`src/rtl/hmd_pkg.sv`:
```
// ----------------------------------------------------------------------------
// hmd_pkg: shared types and constants for the Hamming(7,4) letter decryptor
// Payload structs and configuration register indexes.
// ----------------------------------------------------------------------------
`default_nettype none

package hmd_pkg;

	localparam int CodeW   = 7;
	localparam int SynW    = 3;
	localparam int MsgW    = 4;
	localparam int CfgIdxW = 2;
	localparam int CfgDatW = 28;

	typedef enum logic [CfgIdxW-1:0] {
		CFG_PARITY     = 2'd0,
		CFG_SYN_TABLE  = 2'd1,
		CFG_DECODE     = 2'd2,
		CFG_UNSCRAMBLE = 2'd3
	} cfg_idx_t;

	typedef struct packed {
		logic [CodeW-1:0] code_low;
		logic [CodeW-1:0] code_high;
	} cipher_t;

	typedef struct packed {
		logic [CodeW-1:0] plain_letter;
		logic [CodeW-1:0] fixed_low;
		logic [CodeW-1:0] fixed_high;
	} result_t;

	typedef struct packed {
		logic [3*CodeW-1:0] parity_matrix;
		logic [SynW*CodeW-1:0] syndrome_table;
		logic [MsgW*CodeW-1:0] decode_matrix;
		logic [MsgW*MsgW-1:0] unscramble_matrix;
	} key_t;

	typedef struct packed {
		logic [CodeW-1:0] fixed;
		logic [MsgW-1:0]  rec;
	} lane_res_t;

endpackage

`default_nettype wire

```
`src/rtl/hamming74_mceliece_byte_decrypt.sv`:
```
// ----------------------------------------------------------------------------
// hamming74_mceliece_byte_decrypt: two-lane Hamming(7,4) letter decryptor
// Both codeword halves decode in parallel lanes; a merge stage forms the
// letter from the recovered nibbles and registers the result.
//
// Channel  | Signals                                  | Transaction
// input    | start, busy, cipher                      | start & !busy
// result   | result_valid, result                     | result_valid
// config   | cfg_valid, cfg_ready, cfg_index, cfg_data| cfg_valid & cfg_ready
//
// One ciphertext per cycle; result_valid follows start through valid_s1 and valid_s2.
// busy is always low; the lane registers and merge register set the latency.
// Reset clears the key registers to zero and the valid pipeline.
// The result strobe lasts one cycle; the receiver cannot stall it.
// ----------------------------------------------------------------------------
`default_nettype none

module hamming74_mceliece_byte_decrypt (
	input  wire logic                          clk,
	input  wire logic                          arst_n,
	input  wire logic                          start,
	output logic                               busy,
	input  wire hmd_pkg::cipher_t              cipher,
	output logic                               result_valid,
	output hmd_pkg::result_t                   result,
	input  wire logic                          cfg_valid,
	output logic                               cfg_ready,
	input  wire logic [hmd_pkg::CfgIdxW-1:0]   cfg_index,
	input  wire logic [hmd_pkg::CfgDatW-1:0]   cfg_data
);
	import hmd_pkg::*;

	key_t      key_q;
	logic      valid_s1;
	logic      valid_s2;
	lane_res_t lo_s1;
	lane_res_t hi_s1;
	result_t   result_s2;

	assign busy      = 1'b0;
	assign cfg_ready = 1'b1;

	always_ff @(posedge clk or negedge arst_n) begin
		if (!arst_n) begin
			key_q <= '0;
		end else if (cfg_valid && cfg_ready) begin
			unique case (cfg_idx_t'(cfg_index))
				CFG_PARITY:     key_q.parity_matrix     <= cfg_data[3*CodeW-1:0];
				CFG_SYN_TABLE:  key_q.syndrome_table    <= cfg_data[SynW*CodeW-1:0];
				CFG_DECODE:     key_q.decode_matrix     <= cfg_data[MsgW*CodeW-1:0];
				CFG_UNSCRAMBLE: key_q.unscramble_matrix <= cfg_data[MsgW*MsgW-1:0];
				default: ;
			endcase
		end
	end

	hmd_lane u_lane_lo (
		.clk    (clk),
		.code   (cipher.code_low),
		.key    (key_q),
		.res_s1 (lo_s1)
	);

	hmd_lane u_lane_hi (
		.clk    (clk),
		.code   (cipher.code_high),
		.key    (key_q),
		.res_s1 (hi_s1)
	);

	always_ff @(posedge clk or negedge arst_n) begin
		if (!arst_n) begin
			valid_s1 <= 1'b0;
			valid_s2 <= 1'b0;
		end else begin
			valid_s1 <= start && !busy;
			valid_s2 <= valid_s1;
		end
	end

	always_ff @(posedge clk) begin
		result_s2.plain_letter <= {hi_s1.rec[CodeW-MsgW-1:0], lo_s1.rec};
		result_s2.fixed_low    <= lo_s1.fixed;
		result_s2.fixed_high   <= hi_s1.fixed;
	end

	assign result_valid = valid_s2;
	assign result       = result_s2;

endmodule

`default_nettype wire

```
`src/rtl/hmd_lane.sv`:
```
// ----------------------------------------------------------------------------
// hmd_lane: one codeword lane
// Syndrome, error flip, message decode and unscramble, registered output.
// ----------------------------------------------------------------------------
`default_nettype none

module hmd_lane (
	input  wire logic                          clk,
	input  wire logic [hmd_pkg::CodeW-1:0]     code,
	input  wire hmd_pkg::key_t                 key,
	output hmd_pkg::lane_res_t                 res_s1
);
	import hmd_pkg::*;

	logic [SynW-1:0]  syn;
	logic [CodeW-1:0] word;
	logic [MsgW-1:0]  dec;
	logic [MsgW-1:0]  rec;

	always_comb begin
		for (int i = 0; i < SynW; i++) begin
			syn[SynW-1-i] = ^(key.parity_matrix[CodeW*i +: CodeW] & code);
		end
		for (int i = 0; i < CodeW; i++) begin
			word[i] = code[i] ^ (key.syndrome_table[SynW*i +: SynW] == syn);
		end
		for (int i = 0; i < MsgW; i++) begin
			dec[i] = ^(key.decode_matrix[CodeW*i +: CodeW] & word);
		end
		for (int i = 0; i < MsgW; i++) begin
			rec[i] = 1'b0;
			for (int j = 0; j < MsgW; j++) begin
				rec[i] = rec[i] ^ (key.unscramble_matrix[i + MsgW*j] & dec[j]);
			end
		end
	end

	always_ff @(posedge clk) begin
		res_s1.fixed <= word;
		res_s1.rec   <= rec;
	end

endmodule

`default_nettype wire
```
`config.mk`:
```
export PLATFORM = sky130hd
export DESIGN_NAME = hamming74_mceliece_byte_decrypt
export DESIGN_NICKNAME = d
export VERILOG_FILES = /design/src/rtl/hmd_pkg.sv /design/src/rtl/hamming74_mceliece_byte_decrypt.sv /design/src/rtl/hmd_lane.sv
export SDC_FILE = /design/constraint.sdc
export NUM_CORES = 1
export LEC_CHECK = 0
export BUFFER_PORTS_ARGS = -buffer_cell sky130_fd_sc_hd__buf_2
export CAP_MARGIN = 20
export CORE_MARGIN = 5
export CORE_UTILIZATION = 45
export DETAILED_ROUTE_END_ITERATION = 10
export PLACE_DENSITY = 0.74
export SLEW_MARGIN = 40
export SYNTH_ARGS = -nofsm -noshare
export SYNTH_HDL_FRONTEND = slang
export SYNTH_SLANG_ARGS = --single-unit
```
`constraint.sdc`:
```
create_clock -name clk -period 7.8 [get_ports clk]
set_input_delay 1.17 -clock clk [delete_from_list [all_inputs] [get_ports clk]]
set_output_delay 1.17 -clock clk [all_outputs]
set_load 0.01 [all_outputs]
```
==> impl_metrics.tcl <==
set metrics [dict create \
    seq_power_share 0.261 \
    gp_congestion 0.951 \
    synth_edf_count 0 \
    grt_start_max_net_pins 38 \
    fin_area_um2 8290 \
    design.core.area_um2 15700 \
    dieWidth_um 136 \
    clock_latency_ns 0.42 \
    period_share 0.581 \
    start_kind "primary input" \
    synthArstFlopShare 0.677 \
    fin_tns_setup_ns 0 \
    netSwitchingFraction 0.374 \
    io_buffers 69 \
    reg2reg_from "key_q[85]" \
    pwr-share-clk 0.211 \
    vias_per_cell 5.11 \
    dpl-instance-area_um2 7670 \
    clockBufferDepth 2 \
    worstSetupPathType "in -> reg" \
    synth_area_per_cell_um2 11.8 \
    worst_slew_pin_slew_ns 0.766 \
    layout-drive-gt1-share 0.303 \
    wl_met2_mm 8.75 \
    ys_types 27 \
    yosys.area.top_type_share 0.310 \
    crit_path_end_kind "flop" \
    path_clk_slew_ns 0.06 \
    p_comb_frac 0.528 \
    antenna_cells 0 \
    crit_start "cipher[7]" \
    holdCritStartpoint "u_lane_lo.res_s1[8]" \
    cts-resized-gates 0 \
    cap_violations 0 \
    placed_cells 873 \
    wl_mm 17.8 \
    cts_tree "built" \
    grt_util_all_layers 0.206 \
    fin_worst_skew_ns 0.0192 \
    antenna_left 0 \
    synth_seq_cells 130 \
    drt_first_pass_iters 6 \
    finalHoldViolations 0 \
    max-vdd-ir-drop_mv 0.234 \
    areaGrowthSynthToFinish_pct 16.8 \
    drc 0 \
    highest_layer "met4" \
    rsz0062_at_grt "no" \
    fin_cells 905 \
    fp.dieArea_um2 18400 \
    max_freq_ghz 0.221 \
    cts-root-buf "clkbuf_16" \
    hpwl_mm 13.8 \
    ys_top_cells_by_area "dfrtp_1 31%, mux2_2 14%, dfxtp_1 12%" \
    cts_htree_levels 4 \
    holdWs_ns 0.324 \
    grt_overflow 0 \
    grt_pass1_vias 5055 \
    synthCells 603 \
    synth_top_cell_by_area "dfrtp_1" \
    initial_core_util 0.453 \
    cp_max_fo 12 \
    crit_arrival_ns 4.87 \
    antenna_found_initial 0 \
    wl_met3_mm 1.27 \
    numCtsBuffers 17 \
    layout.nets 724 \
    synth.cell_area_um2 7100 \
    cts_hold_buf 0 \
    drt-met1-wl_mm 7.34 \
    wl_per_cell_um 19.7 \
    yosysWarnings 0 \
    io_pins 72 \
    status "finished clean" \
    period_needed_ns 4.53 \
    power.internal_mw 2.45 \
    die_height_um 136 \
    syn-num-nets 651 \
    maxSlewViolCount 0 \
    hp-class "reg -> reg" \
    synth_sequential_area_ratio 0.429 \
    vias 4622 \
    power_density_nw_per_um2 473 \
    slew_headroom 0.488 \
    power_switching_mw 1.47 \
    synth_ff_type "dfrtp_1" \
    setup_viol 0 \
    rows 46 \
    clock-sinks 130 \
    cts_setup_buffers 0 \
    grt_first_pass_wirelength_mm 28.2 \
    cp.required_ns 8.14 \
    drtIter0Drc 291 \
    leakagePower_nw 3.70 \
]
[power groups by stage]
| stage | Combinational [mW] | Sequential [mW] | Clock [mW] |
|---|---|---|---|
| floorplan | 1.62 | 1.02 | 0 |
| global placement | 2.01 | 1.03 | 0 |
| detailed placement | 2.07 | 1.04 | 0 |
| CTS | 2.08 | 1.03 | 0.849 |
| global route | 2.24 | 1.04 | 0.884 |
| finish | 2.07 | 1.02 | 0.829 |
[final timing paths]
| path | end | slack, ns | cells after the start |
|---|---|---|---|
| worst min-delay path | result[11] | 0.32 | 0 |
| worst min register to register | result[11] | 0.32 | 0 |
| min in group asynchronous | key_q[67] | 0.64 | 1 |
| worst max-delay path | u_lane_lo.res_s1[3] | 3.27 | 12 |
| max in group asynchronous | key_q[39] | 6.18 | 3 |
| worst max register to register | u_lane_lo.res_s1[3] | 3.93 | 11 |
[worst max-delay path, cell delays in order]
cell and delay (ns):
buf_2 0.26, nand2_1 0.13, xnor3_1 0.38, xnor3_1 0.56
xor2_1 0.19, nor3_4 0.47, mux2i_1 0.29, xnor3_1 0.43
xnor3_1 0.51, nand2_1 0.10, xnor2_1 0.20, xnor2_1 0.16
[final cells by class]
cell class	instances	area, µm²
Clock inverter	12	183
Fill cell	1397	7370
Multi-Input combinational cell	449	3940
Sequential cell	130	3040
Inverter	4	15.0
Timing Repair Buffer	74	398
Tap cell	216	270
Clock buffer	20	437
[cell usage after synthesis (3+ instances only)]
cell type  instances
nand2_1          110
dfrtp_1           88
mux2_2            86
xor2_1            57
dfxtp_1           42
xnor2_1           42
mux2i_1           40
nand2b_1          40
xnor3_1           25
nor3_4             8
o21a_1             8
o21ai_0            8
buf_2              7
buf_4              5
clkbuf_1           5
a31oi_1            4
and4_1             4
inv_1              4
or2_2              4
buf_1              3
xnor3_2            3
[metrics by stage]
stage                      util  power [mW]  worst slack [ns]
final                     0.529        3.92              3.27
after global routing      0.529        4.17              3.09
after CTS                 0.529        3.96              3.32
after detailed placement  0.490        3.11              2.93
after global placement    0.488        3.04              3.10
after floorplan               -        2.64              3.77
[kinds of logic (layout without fill, tap and decap cells)]
family | after synthesis | in the layout | synth area share
other | 2 | 2 | 0.00106
XOR/XNOR | 129 | 129 | 0.216
flip-flops | 130 | 130 | 0.429
multiplexers | 126 | 126 | 0.193
AND/OR/NAND/NOR | 172 | 172 | 0.127
AO/OA/AOI/OAI | 20 | 20 | 0.0176
buffers and inverters | 24 | 110 | 0.0166
[registers in the layout (all words and copies together) (netlist names)]
register and count:
u_lane_hi.res_s1 10, key_q 86, result_valid 1, u_lane_lo.res_s1 11, valid_s1 1, result 21
[cell usage in the layout (no fill, tap or decap)]
cell type and n:
bufinv_16 4, xnor3_1 25, nor3_4 8, clkbuf_1 3
clkbuf_16 17, mux2i_1 40, nor3b_2 1, nand2b_1 40
and4_1 4, xnor2_2 2, xnor3_2 3, inv_6 1
xnor2_1 42, clkinv_4 3, buf_4 5, buf_12 1
inv_1 4, nand3_1 1, mux2_2 86, nand3b_1 2
a31oi_1 4, o21a_1 8, clkinvlp_4 3, nor3_2 2
or2_2 4, o21ai_0 8, buf_2 68, dfxtp_1 42
nand2_1 110, xor2_1 57, clkinv_2 1, conb_1 2
dfrtp_1 88
[metal layers]
layer  vias up  track usage
li1       2167            -
met1      2282        0.263
met2       140        0.337
met3        33       0.0557
met4         0       0.0767
met5         -            0
No activity file was read; power rests on OpenSTA's default activity.
